`config.mk`:
```
export PLATFORM = sky130hd
export DESIGN_NAME = triangle_mesh_area_sum
export DESIGN_NICKNAME = d
export VERILOG_FILES = /design/src/rtl/tmas_pkg.sv /design/src/rtl/triangle_mesh_area_sum.sv
export SDC_FILE = /design/constraint.sdc
export NUM_CORES = 2
export LEC_CHECK = 0
export BUFFER_PORTS_ARGS = -buffer_cell sky130_fd_sc_hd__buf_4
export CORE_ASPECT_RATIO = 2
export CORE_MARGIN = 2
export CORE_UTILIZATION = 45
export DETAILED_ROUTE_END_ITERATION = 6
export GPL_ROUTABILITY_DRIVEN = 0
export SLEW_MARGIN = 25
export SYNTH_ARGS = -nofsm -noshare
export SYNTH_HDL_FRONTEND = slang
export SYNTH_SLANG_ARGS = --single-unit
```
`constraint.sdc`:
```
create_clock -name clk -period 6.9 [get_ports clk]
set_clock_uncertainty 0.05 [all_clocks]
set_input_delay 1.035 -clock clk [delete_from_list [all_inputs] [get_ports clk]]
set_output_delay 1.035 -clock clk [all_outputs]
set_load 0.02 [all_outputs]
```
`src/rtl/tmas_pkg.sv`:
```
// Shared types and constants for the triangle mesh area accumulator.
// Stand-alone package: no dependencies.
`timescale 1ns / 1ps

package tmas_pkg;

  // Field widths
  localparam int COORD_BITS = 16;
  localparam int SUM_BITS   = 52;

  // Derived datapath widths
  localparam int DIFF_BITS  = COORD_BITS + 1;        // signed edge component
  localparam int DMAG_BITS  = COORD_BITS;            // edge component magnitude
  localparam int CROSS_BITS = 2 * COORD_BITS + 2;    // signed cross component
  localparam int CMAG_BITS  = 2 * COORD_BITS + 1;    // cross component magnitude
  localparam int MCAND_BITS = 2 * CMAG_BITS;         // shifted multiplicand
  localparam int SQ_BITS    = 2 * CMAG_BITS + 2;     // sum of three squares
  localparam int ROOT_BITS  = SQ_BITS / 2;           // integer square root
  localparam int REM_BITS   = ROOT_BITS + 2;         // root partial remainder
  localparam int CNT_BITS   = $clog2(ROOT_BITS + 1); // bit step counter

  localparam logic [SUM_BITS-1:0] SUM_MAX = '1;

  // One triangle word
  typedef struct packed {
    logic signed [COORD_BITS-1:0] vertex_a_x;
    logic signed [COORD_BITS-1:0] vertex_a_y;
    logic signed [COORD_BITS-1:0] vertex_a_z;
    logic signed [COORD_BITS-1:0] vertex_b_x;
    logic signed [COORD_BITS-1:0] vertex_b_y;
    logic signed [COORD_BITS-1:0] vertex_b_z;
    logic signed [COORD_BITS-1:0] vertex_c_x;
    logic signed [COORD_BITS-1:0] vertex_c_y;
    logic signed [COORD_BITS-1:0] vertex_c_z;
    logic                         last_face;
  } in_item_t;

  // One result word
  typedef struct packed {
    logic [SUM_BITS-1:0] total_area;
    logic                area_saturated;
  } out_item_t;

  // Sequencer states
  typedef enum logic [3:0] {
    ST_IDLE = 4'b0001,
    ST_MUL  = 4'b0010,
    ST_ROOT = 4'b0100,
    ST_DONE = 4'b1000
  } state_t;

  // Multiplier jobs: six cross-product terms, then three squares
  typedef enum logic [3:0] {
    JOB_YZ   = 4'd0,
    JOB_ZY   = 4'd1,
    JOB_ZX   = 4'd2,
    JOB_XZ   = 4'd3,
    JOB_XY   = 4'd4,
    JOB_YX   = 4'd5,
    JOB_SQ_X = 4'd6,
    JOB_SQ_Y = 4'd7,
    JOB_SQ_Z = 4'd8
  } job_t;

endpackage

```
`src/rtl/triangle_mesh_area_sum.sv`:
```
// Triangle mesh area accumulator: bit-serial cross product, squares and root.
// Depends on tmas_pkg for word types, widths, states and multiplier jobs.
`timescale 1ns / 1ps

// Each accepted word holds one triangle; the block adds floor(|(B-A)x(C-A)|)
// to a running sum in units of 2^-1 (half the cross length is the area).
// On a word with last_face set it sends the sum and its saturation flag and
// clears both. Each triangle runs six cross-product terms and three
// squares through one shared shift-and-add multiplier that consumes one
// multiplier bit per cycle, then a square root at two radicand bits per
// step, between an accept state and a finish state. The input is stalled
// while a triangle is in work; a last face waits in the finish state while
// the previous result is still held at the output.
module triangle_mesh_area_sum (
  input  logic                clk,
  input  logic                rst_n,
  input  logic                in_valid,
  output logic                in_stall,
  input  tmas_pkg::in_item_t  in_item,
  output logic                out_valid,
  input  logic                out_stall,
  output tmas_pkg::out_item_t out_item
);
  import tmas_pkg::*;

  // Signed edge component, one bit wider than a coordinate
  function automatic logic signed [DIFF_BITS-1:0] edge_diff(
    input logic signed [COORD_BITS-1:0] tip,
    input logic signed [COORD_BITS-1:0] base
  );
    logic signed [DIFF_BITS-1:0] t;
    logic signed [DIFF_BITS-1:0] b;
    t = DIFF_BITS'(tip);
    b = DIFF_BITS'(base);
    return t - b;
  endfunction

  function automatic logic [DMAG_BITS-1:0] edge_mag(input logic signed [DIFF_BITS-1:0] d);
    logic signed [DIFF_BITS-1:0] n;
    n = -d;
    return d[DIFF_BITS-1] ? n[DMAG_BITS-1:0] : d[DMAG_BITS-1:0];
  endfunction

  state_t                 state_r;
  job_t                   job_r;
  logic                   load_r;
  logic [CNT_BITS-1:0]    bit_cnt_r;
  logic                   last_r;

  // Edge magnitudes and signs
  logic [DMAG_BITS-1:0]   e1x_r, e1y_r, e1z_r, e2x_r, e2y_r, e2z_r;
  logic                   e1x_neg_r, e1y_neg_r, e1z_neg_r, e2x_neg_r, e2y_neg_r, e2z_neg_r;

  // Multiplier
  logic [MCAND_BITS-1:0]  mcand_r;
  logic [CMAG_BITS-1:0]   mplier_r;
  logic                   term_neg_r;
  logic [CROSS_BITS-1:0]  cross_r;
  logic [CMAG_BITS-1:0]   cmag_x_r, cmag_y_r, cmag_z_r;
  logic [SQ_BITS-1:0]     sq_r;

  // Square root
  logic [SQ_BITS-1:0]     rad_r;
  logic [REM_BITS-1:0]    rem_r;
  logic [ROOT_BITS-1:0]   root_r;

  // Accumulator and output word
  logic [SUM_BITS-1:0]    acc_r;
  logic                   ovf_r;
  logic                   out_valid_r;
  out_item_t              out_item_r;

  logic [CMAG_BITS-1:0]   op_a;
  logic [CMAG_BITS-1:0]   op_b;
  logic                   op_neg;
  logic                   is_sq;
  logic                   last_bit;
  logic [MCAND_BITS-1:0]  addend;
  logic [CROSS_BITS-1:0]  cross_nxt;
  logic [CROSS_BITS-1:0]  cross_neg;
  logic [CMAG_BITS-1:0]   cross_abs;
  logic [SQ_BITS-1:0]     sq_nxt;
  logic [REM_BITS+1:0]    rem_sh;
  logic [REM_BITS+1:0]    trial;
  logic [REM_BITS+1:0]    rem_sub;
  logic                   root_bit;
  logic [SUM_BITS:0]      sum_ext;
  logic                   sum_carry;
  logic [SUM_BITS-1:0]    sum_sat;
  logic                   out_free;

  assign in_stall  = (state_r != ST_IDLE);
  assign out_valid = out_valid_r;
  assign out_item  = out_item_r;
  assign out_free  = !out_valid_r || !out_stall;

  // Pick the operands and sign of the current multiplier job
  always_comb begin
    op_a   = '0;
    op_b   = '0;
    op_neg = 1'b0;
    case (job_r)
      JOB_YZ: begin
        op_a   = CMAG_BITS'(e1y_r);
        op_b   = CMAG_BITS'(e2z_r);
        op_neg = e1y_neg_r ^ e2z_neg_r;
      end
      JOB_ZY: begin
        op_a   = CMAG_BITS'(e1z_r);
        op_b   = CMAG_BITS'(e2y_r);
        op_neg = ~(e1z_neg_r ^ e2y_neg_r);
      end
      JOB_ZX: begin
        op_a   = CMAG_BITS'(e1z_r);
        op_b   = CMAG_BITS'(e2x_r);
        op_neg = e1z_neg_r ^ e2x_neg_r;
      end
      JOB_XZ: begin
        op_a   = CMAG_BITS'(e1x_r);
        op_b   = CMAG_BITS'(e2z_r);
        op_neg = ~(e1x_neg_r ^ e2z_neg_r);
      end
      JOB_XY: begin
        op_a   = CMAG_BITS'(e1x_r);
        op_b   = CMAG_BITS'(e2y_r);
        op_neg = e1x_neg_r ^ e2y_neg_r;
      end
      JOB_YX: begin
        op_a   = CMAG_BITS'(e1y_r);
        op_b   = CMAG_BITS'(e2x_r);
        op_neg = ~(e1y_neg_r ^ e2x_neg_r);
      end
      JOB_SQ_X: begin
        op_a = cmag_x_r;
        op_b = cmag_x_r;
      end
      JOB_SQ_Y: begin
        op_a = cmag_y_r;
        op_b = cmag_y_r;
      end
      JOB_SQ_Z: begin
        op_a = cmag_z_r;
        op_b = cmag_z_r;
      end
      default: begin
        op_a   = '0;
        op_b   = '0;
        op_neg = 1'b0;
      end
    endcase
  end

  // One shift-and-add step of the shared multiplier
  always_comb begin
    is_sq     = (job_r == JOB_SQ_X) || (job_r == JOB_SQ_Y) || (job_r == JOB_SQ_Z);
    last_bit  = is_sq ? (bit_cnt_r == CNT_BITS'(CMAG_BITS - 1))
                      : (bit_cnt_r == CNT_BITS'(DMAG_BITS - 1));
    addend    = mplier_r[0] ? mcand_r : '0;
    cross_nxt = term_neg_r ? (cross_r - addend[CROSS_BITS-1:0])
                           : (cross_r + addend[CROSS_BITS-1:0]);
    cross_neg = -cross_nxt;
    cross_abs = cross_nxt[CROSS_BITS-1] ? cross_neg[CMAG_BITS-1:0]
                                        : cross_nxt[CMAG_BITS-1:0];
    sq_nxt    = sq_r + SQ_BITS'(addend);
  end

  // One restoring square-root step, two radicand bits at a time
  always_comb begin
    rem_sh   = {rem_r, rad_r[SQ_BITS-1 -: 2]};
    trial    = {2'b00, root_r, 2'b01};
    rem_sub  = rem_sh - trial;
    root_bit = (rem_sh >= trial);
  end

  // Add the triangle to the running sum, clamp at full scale
  always_comb begin
    sum_ext   = {1'b0, acc_r} + (SUM_BITS + 1)'(root_r);
    sum_carry = sum_ext[SUM_BITS];
    sum_sat   = sum_carry ? SUM_MAX : sum_ext[SUM_BITS-1:0];
  end

  // Sequencer and datapath registers
  always_ff @(posedge clk) begin
    if (!rst_n) begin
      state_r     <= ST_IDLE;
      out_valid_r <= 1'b0;
      acc_r       <= '0;
      ovf_r       <= 1'b0;
    end else begin
      // drop the result word once taken, unless a new one replaces it
      if (out_valid_r && !out_stall && !((state_r == ST_DONE) && last_r)) begin
        out_valid_r <= 1'b0;
      end
      case (state_r)
        ST_IDLE: begin
          if (in_valid) begin
            e1x_r     <= edge_mag(edge_diff(in_item.vertex_b_x, in_item.vertex_a_x));
            e1y_r     <= edge_mag(edge_diff(in_item.vertex_b_y, in_item.vertex_a_y));
            e1z_r     <= edge_mag(edge_diff(in_item.vertex_b_z, in_item.vertex_a_z));
            e2x_r     <= edge_mag(edge_diff(in_item.vertex_c_x, in_item.vertex_a_x));
            e2y_r     <= edge_mag(edge_diff(in_item.vertex_c_y, in_item.vertex_a_y));
            e2z_r     <= edge_mag(edge_diff(in_item.vertex_c_z, in_item.vertex_a_z));
            e1x_neg_r <= edge_diff(in_item.vertex_b_x, in_item.vertex_a_x) < 0;
            e1y_neg_r <= edge_diff(in_item.vertex_b_y, in_item.vertex_a_y) < 0;
            e1z_neg_r <= edge_diff(in_item.vertex_b_z, in_item.vertex_a_z) < 0;
            e2x_neg_r <= edge_diff(in_item.vertex_c_x, in_item.vertex_a_x) < 0;
            e2y_neg_r <= edge_diff(in_item.vertex_c_y, in_item.vertex_a_y) < 0;
            e2z_neg_r <= edge_diff(in_item.vertex_c_z, in_item.vertex_a_z) < 0;
            last_r    <= in_item.last_face;
            job_r     <= JOB_YZ;
            load_r    <= 1'b1;
            cross_r   <= '0;
            sq_r      <= '0;
            state_r   <= ST_MUL;
          end
        end
        ST_MUL: begin
          if (load_r) begin
            // load operands of the next job
            mcand_r    <= MCAND_BITS'(op_a);
            mplier_r   <= op_b;
            term_neg_r <= op_neg;
            bit_cnt_r  <= '0;
            load_r     <= 1'b0;
          end else begin
            // advance one multiplier bit
            mcand_r   <= mcand_r << 1;
            mplier_r  <= mplier_r >> 1;
            bit_cnt_r <= last_bit ? '0 : bit_cnt_r + 1'b1;
            if (is_sq) begin
              sq_r <= sq_nxt;
            end else if (last_bit && ((job_r == JOB_ZY) || (job_r == JOB_XZ) ||
                                      (job_r == JOB_YX))) begin
              // clear after the second term of a component
              cross_r <= '0;
            end else begin
              cross_r <= cross_nxt;
            end
            if (last_bit) begin
              load_r <= 1'b1;
              job_r  <= job_t'(job_r + 4'd1);
              // close a cross component after its second term
              if (job_r == JOB_ZY) begin
                cmag_x_r <= cross_abs;
              end
              if (job_r == JOB_XZ) begin
                cmag_y_r <= cross_abs;
              end
              if (job_r == JOB_YX) begin
                cmag_z_r <= cross_abs;
              end
              if (job_r == JOB_SQ_Z) begin
                rad_r     <= sq_nxt;
                rem_r     <= '0;
                root_r    <= '0;
                state_r   <= ST_ROOT;
              end
            end
          end
        end
        ST_ROOT: begin
          rad_r     <= rad_r << 2;
          rem_r     <= root_bit ? rem_sub[REM_BITS-1:0] : rem_sh[REM_BITS-1:0];
          root_r    <= {root_r[ROOT_BITS-2:0], root_bit};
          bit_cnt_r <= bit_cnt_r + 1'b1;
          if (bit_cnt_r == CNT_BITS'(ROOT_BITS - 1)) begin
            state_r <= ST_DONE;
          end
        end
        ST_DONE: begin
          if (!last_r) begin
            acc_r   <= sum_sat;
            ovf_r   <= ovf_r | sum_carry;
            state_r <= ST_IDLE;
          end else if (out_free) begin
            // send the mesh total and clear for the next mesh
            out_item_r.total_area     <= sum_sat;
            out_item_r.area_saturated <= ovf_r | sum_carry;
            out_valid_r               <= 1'b1;
            acc_r                     <= '0;
            ovf_r                     <= 1'b0;
            state_r                   <= ST_IDLE;
          end
        end
        default: begin
          state_r <= ST_IDLE;
        end
      endcase
    end
  end

  // A saturated sum stays pinned at full scale
  a_sat_pinned: assert property (@(posedge clk) disable iff (!rst_n)
    ovf_r |-> (acc_r == SUM_MAX))
    else $error("saturation flag set with sum below full scale");

  // A new result leaves the accumulator cleared
  a_clear_on_emit: assert property (@(posedge clk) disable iff (!rst_n)
    $rose(out_valid_r) |-> ((acc_r == '0) && !ovf_r))
    else $error("accumulator not cleared after result");

  // Root remainder never exceeds twice the partial root
  a_root_rem: assert property (@(posedge clk) disable iff (!rst_n)
    (state_r == ST_ROOT) |-> (rem_r <= {1'b0, root_r, 1'b0}))
    else $error("square root remainder out of range");

  // An accepted triangle starts the multiplier with an operand load
  a_start_mul: assert property (@(posedge clk) disable iff (!rst_n)
    (in_valid && !in_stall) |=> ((state_r == ST_MUL) && load_r && (job_r == JOB_YZ)))
    else $error("accepted triangle did not start the multiplier");

endmodule

```
After elaboration in Yosys (flattened, before gate mapping)
Index checks and enable logic that the tools add are counted.

Order comparisons: 7. Reductions and logical operators: 36. Add/subtract/negate cells: 20. Eq/ne operators: 25. Mux-type cells: 65. Bitwise operators: 11.

Operators with widths (count): two-way mux 68 bit (6); case mux 33 bit (6 select lines) (2); two-way mux 34 bit (8); case mux 68 bit (2 select lines) (2); two-way mux 52 bit (3); two-way mux 36 bit (4); case mux 34 bit (2 select lines) (2); < comparator 17 x 1 -> 1 bit (second input constant) (6); subtractor 16 x 16 -> 17 bit (6); two-way mux 16 bit (6); negator 16 bit (6); case mux 36 bit (2 select lines) (1); adder 68 x 66 -> 68 bit (1); two-way mux 33 bit (2); two-way mux 66 bit (1); adder 52 x 34 -> 53 bit (1); two-way mux 4 bit (10); greater-or-equal comparator 38 x 36 -> 1 bit (1); subtractor 36 bit (1); AND reduction 5 bit (7); adder 34 bit (1); subtractor 34 bit (1); negator 33 bit (1); two-way mux 32 bit (1); 32 further kinds (84).

Bits of input ports: 149. Bits in registers: 664. Logic and storage cells: 200. Output and inout bits: 55.

Depth between registers and ports, before layout
Depth after elaboration: 9. Mapped depth: 27. Depth with buffers taken out: 22.

Worst setup path before layout
No wires, ideal clock.

Path type: reg2reg. Start: reg job_r[0]. End: reg rad_r[0] (enable). Clock period less this slack: 6.097 ns. Arrival: 5.533 ns. Path buffers: 1. Slack: 0.803 ns. Stages on the path, launching flop included: 10. Path through: edfxtp_1 ha_1 and2_1 clkbuf_1 or3_1 or3_1 a21oi_1 nand2b_1 o21ai_0 and2_1.

Cells in the longest elaborated chain, start to end: 6.

Ends and longest elaborated chain: start, declared (RTL line triangle_mesh_area_sum.sv:45) `job_t job_r;`; start signal, assigned (RTL line triangle_mesh_area_sum.sv:241) `job_r <= job_t'(job_r + 4'd1);`; == test 4 x 3 -> 1 bit (RTL line triangle_mesh_area_sum.sv:155) `is_sq = (job_r == JOB_SQ_X) || (job_r == JOB_SQ_Y) || (job_r == JOB_SQ_Z);`; logical OR 1 bit (2 in a row) (RTL line triangle_mesh_area_sum.sv:155); two-way mux 1 bit (RTL line triangle_mesh_area_sum.sv:156) `last_bit = is_sq ? (bit_cnt_r == CNT_BITS'(CMAG_BITS - 1))`; != test 2 bit (no line); AND reduction 5 bit (no line) *; end signal, assigned (RTL line triangle_mesh_area_sum.sv:253) `rad_r <= sq_nxt;`; end signal, assigned (RTL line triangle_mesh_area_sum.sv:262) `rad_r <= rad_r << 2;`; end, declared (RTL line triangle_mesh_area_sum.sv:63) `logic [SQ_BITS-1:0] rad_r;`.

Mark *: on every way between the ends. The rest lies on a longest branch, timed or not. A chain may end at the register's enable or synchronous reset.

Worst setup path in the final report
Start: reg mcand_r[5]. End: reg cmag_x_r[29], data pin.

Cells in the longest elaborated chain, start to end: 5.

Ends and longest elaborated chain: start, declared (RTL line triangle_mesh_area_sum.sv:55) `logic [MCAND_BITS-1:0] mcand_r;`; start signal, assigned (RTL line triangle_mesh_area_sum.sv:220) `mcand_r <= MCAND_BITS'(op_a);`; start signal, assigned (RTL line triangle_mesh_area_sum.sv:227) `mcand_r <= mcand_r << 1;`; two-way mux 66 bit * (RTL line triangle_mesh_area_sum.sv:158) `addend = mplier_r[0] ? mcand_r : '0;`; adder 34 bit or subtractor 34 bit (tied branches) (RTL line triangle_mesh_area_sum.sv:160, triangle_mesh_area_sum.sv:159); two-way mux 34 bit * (RTL line triangle_mesh_area_sum.sv:159) `cross_nxt = term_neg_r ? (cross_r - addend[CROSS_BITS-1:0])`; negator 33 bit (RTL line triangle_mesh_area_sum.sv:161) `cross_neg = -cross_nxt;`; two-way mux 33 bit * (RTL line triangle_mesh_area_sum.sv:162) `cross_abs = cross_nxt[CROSS_BITS-1] ? cross_neg[CMAG_BITS-1:0]`; via cross_abs[29] (RTL line triangle_mesh_area_sum.sv:81) `logic [CMAG_BITS-1:0] cross_abs;`; end signal, assigned (RTL line triangle_mesh_area_sum.sv:244) `cmag_x_r <= cross_abs;`; end, declared (RTL line triangle_mesh_area_sum.sv:59) `logic [CMAG_BITS-1:0] cmag_x_r, cmag_y_r, cmag_z_r;`.

The timed path passes the listed nets; every way through them passes the cells marked *.

==> results.md <==
* Vias in the first global route at 34300
* Largest family of logic cells by synthesized area: compound AO/OA/AOI/OAI gates
* H-tree depth at 3
* TritonCTS Sinks at 664
* Unrepaired setup endpoints after global routing: no
* Io pins at ~200
* Relative slew slack at a little over a quarter
* Drt initial violations at approximately 1700
* Avg Cell Area, Syn at 9.86 sq um
* Slew Viols, Final at 0
* Failing checks: DRC
* Cell area after placement at 0.0457 sq mm
* Die ar. at around 0.098 sq mm
* Post-Synthesis Cells at 4353
* Critical Path Start Type: flop
* Multiplexer area fraction after synthesis at less than 1%
* Clock Latency Late Sink at between 0.6 and 0.7 ns
* Max cap viols at 0
* Yosys cell types at 97
* Worst hold path class: flop to flop
* Filler cell count at 8896
* Final ANT Viol Nets at 0
* Die width at 222 um
* WL final at 120000 um
* Arrival @ worst endpoint at approximately 6 ns
* Initial Utilization at 45.2%
* Synth Cell Area at 0.0429 sq mm
* Period utilisation layout at approximately 81%
* Core Box Area at 0.0949 sq mm
* Adder-Cell Fraction of Synth Area at ~8.5%
* Vias at between 30000 and 40000
* Post-synth top flop: edfxtp_1
* Total Nets Final at just under 5000
* R2R Setup Slk at 1.29 ns
* Non-filler instance count after layout at ~5800
* Slowest cell on crit path: or3_1
* Met1 usage at 21.5%
* PwrDens at 211 mW/mm^2
* Register area share after synthesis at a little under half
* Root Driver: clkbuf_16
* CP peak stage delay at around 0.48 ns
* Critical path's top delay family: simple AND/OR/NAND/NOR gates
* Lkg Pwr at 0.0189 uW
* Number of buffers created by CTS at 66
* Final instance area at about 0.048 sq mm
* Drt first pass iters at 7
* # placed instances at approximately 5600
* Warnings, synthesis at 0
* Initial antenna violation count at 1
* Final Hold Fails at 0
* Wire length per cell at 20.7 um
* Place WS at approximately 1.3 ns
* Post-CTS resize count at 0
* Port bufs at 203
* Critical Path Fanout Max at 5
* Asr flop ratio synth at 0%
* CTS max path bufs at 3
* Final setup vio count at 0
* Row cnt at 160
* Vias per inst at between 5 and 6
* Syn_nets at around 4800
* Buf/Inv on CP at 1
* Most used routing layer: met2
* Critical Path End Type: flop
* Die height at ~440 um
* CTS tree: done
* Final worst slack at ~1.3 ns
* Synth Area in Simple Gates at ~15%
* Post-synthesis compound-gate area fraction at a little under a fifth
* Setup TNS at 0 ns
* Fmax at 178 MHz
* Shortest period the worst path allows at 5.61 ns
* Most common cell after layout, fill and taps aside: edfxtp_1
* Largest net degree at the start of global routing at 86
* Global-route wire length before repair at 184000 um
* Critical Path RT at 7.29 ns
* Placed wire-length estimate at between 90000 and 100000 um
* FF+latch count, synth at approximately 660
* Overflow after GRT at 0
* Worst-margin pin slew at approximately 1.1 ns
* Commonest cells after routing, fill and taps aside: edfxtp_1 (606), nor2_1 (367), nand2_1 (347)
* Xor/xnor share of the synthesized area at under 10%
* Max VDD drop at 0.177 mV
* Critical path cell sequence: or3_1 -> nor4_2 -> nand2_1 -> a21boi_2 -> buf_4 -> nor3b_2 -> nor2_1 -> xnor2_1 -> ha_1 -> and2_1 -> nand3_1 -> or3_1 -> o21a_1 -> a31oi_1 -> a41oi_1 -> xnor2_1 -> or3_1 -> nor3b_1 -> a21oi_1 -> xnor2_1
* Share of cells above drive strength 1 at 9.35%
* Status: finished with violations
* M3 GR Usage at under 10%
* Met2 usage at between 40% and 50%
* DRC at 4
* Area Overhead vs Synth at 11.7%
* Number of synthesized flops with an enable pin at between 600 and 700
* Total GRT Usage at 24.1%
* CTS Hold Bufs at 0
* Post-CTS setup buffer count at 0
* CP Class: flop to flop
* Clock-pin transition on the worst setup and hold timing paths at ~0.070 ns
==> final cells by class <==
cell class | count | area (sq um) | share of cell area [%]
multi-input combinational | 3230 | 21900 | 45.7
sequential | 664 | 19400 | 40.4
timing repair buffer | 253 | 1900 | 3.96
clock buffer | 80 | 1760 | 3.67
tap | 1215 | 1520 | 3.17
inverter | 279 | 1050 | 2.19
clock inverter | 40 | 449 | 0.937
antenna | 1 | 2.50 | 0.00522
==> cell usage after synthesis, drive strengths merged, types with 96 or more instances <==
library cell  number  share of area (%)
clkbuf           165                1.4
inv              277                2.4
edfxtp           606                 42
o21ai            227                2.6
ha               279                8.1
and2              96                1.4
xor2             114                2.3
nor2             370                3.2
a21o             131                2.3
nand2            347                3.0
a21oi            285                3.3
xnor2            264                5.4
==> worst register-to-register path: stages (launching register included) <==
cell      delay [ns]
edfxtp_1        0.41
or3_1           0.46
nor4_2          0.24
nand2_1         0.11
a21boi_2        0.15
buf_4           0.16
nor3b_2         0.41
nor2_1          0.10
xnor2_1         0.14
ha_1            0.36
and2_1          0.24
nand3_1         0.18
or3_1           0.38
o21a_1          0.14
a31oi_1         0.25
a41oi_1         0.18
xnor2_1         0.20
or3_1           0.48
nor3b_1         0.30
a21oi_1         0.12
xnor2_1         0.32
==> layer usage <==
metal  up-vias  part of all wire (%)
li1      16200                     -
met1     16000                    33
met2       813                    57
met3       312                   3.1
met4         0                   7.1
met5         -                     0
==> registers in the layout, summed over array words and instances (netlist names), 4 cells and up <==
signal / cells
rem_r: 36
cmag_x_r: 33
e2y_r: 16
cross_r: 34
e2z_r: 16
e2x_r: 16
mplier_r: 33
acc_r: 52
cmag_z_r: 33
sq_r: 68
job_r: 4
e1x_r: 16
state_r: 4
root_r: 34
rad_r: 68
cmag_y_r: 33
bit_cnt_r: 6
e1y_r: 16
e1z_r: 16
mcand_r: 66
out_item: 53
==> through the flow <==
step / hold slack [ns] / power [uW] / utilization [%]
2_1_floorplan: 0.396 / 5930 / -
3_3_place_gp: 0.407 / 6440 / 48.2
3_5_place_dp: 0.413 / 6460 / 48.2
4_1_cts: 0.422 / 10200 / 50.5
5_1_grt: 0.453 / 10500 / 50.5
6_report: 0.419 / 10100 / 50.5
==> power breakdown <==
part           total [uW]  switching, uW  internal (uW)
combinational        1680           1020            662
clock                3740           1690           2050
sequential           4700           91.3           4610
==> cell families after synthesis <==
logic type	after synthesis
buf+inv	459
xor+xnor	378
flops	664
fa+ha+maj	288
compound gates	1191
simple gates	1333
mux	40
==> path summary, 6_finish.rpt <==
check,start,depth (start not counted),to
worst min-delay path,acc_r[18]$_SDFFE_PN0P_,2,acc_r[18]$_SDFFE_PN0P_
worst max-delay path,mcand_r[5]$_DFFE_PP_,20,cmag_x_r[29]$_DFFE_PP_
worst min register to register,acc_r[18]$_SDFFE_PN0P_,2,acc_r[18]$_SDFFE_PN0P_
worst max register to register,mcand_r[5]$_DFFE_PP_,20,cmag_x_r[29]$_DFFE_PP_
Note: power is estimated with default switching activity, not from simulation.
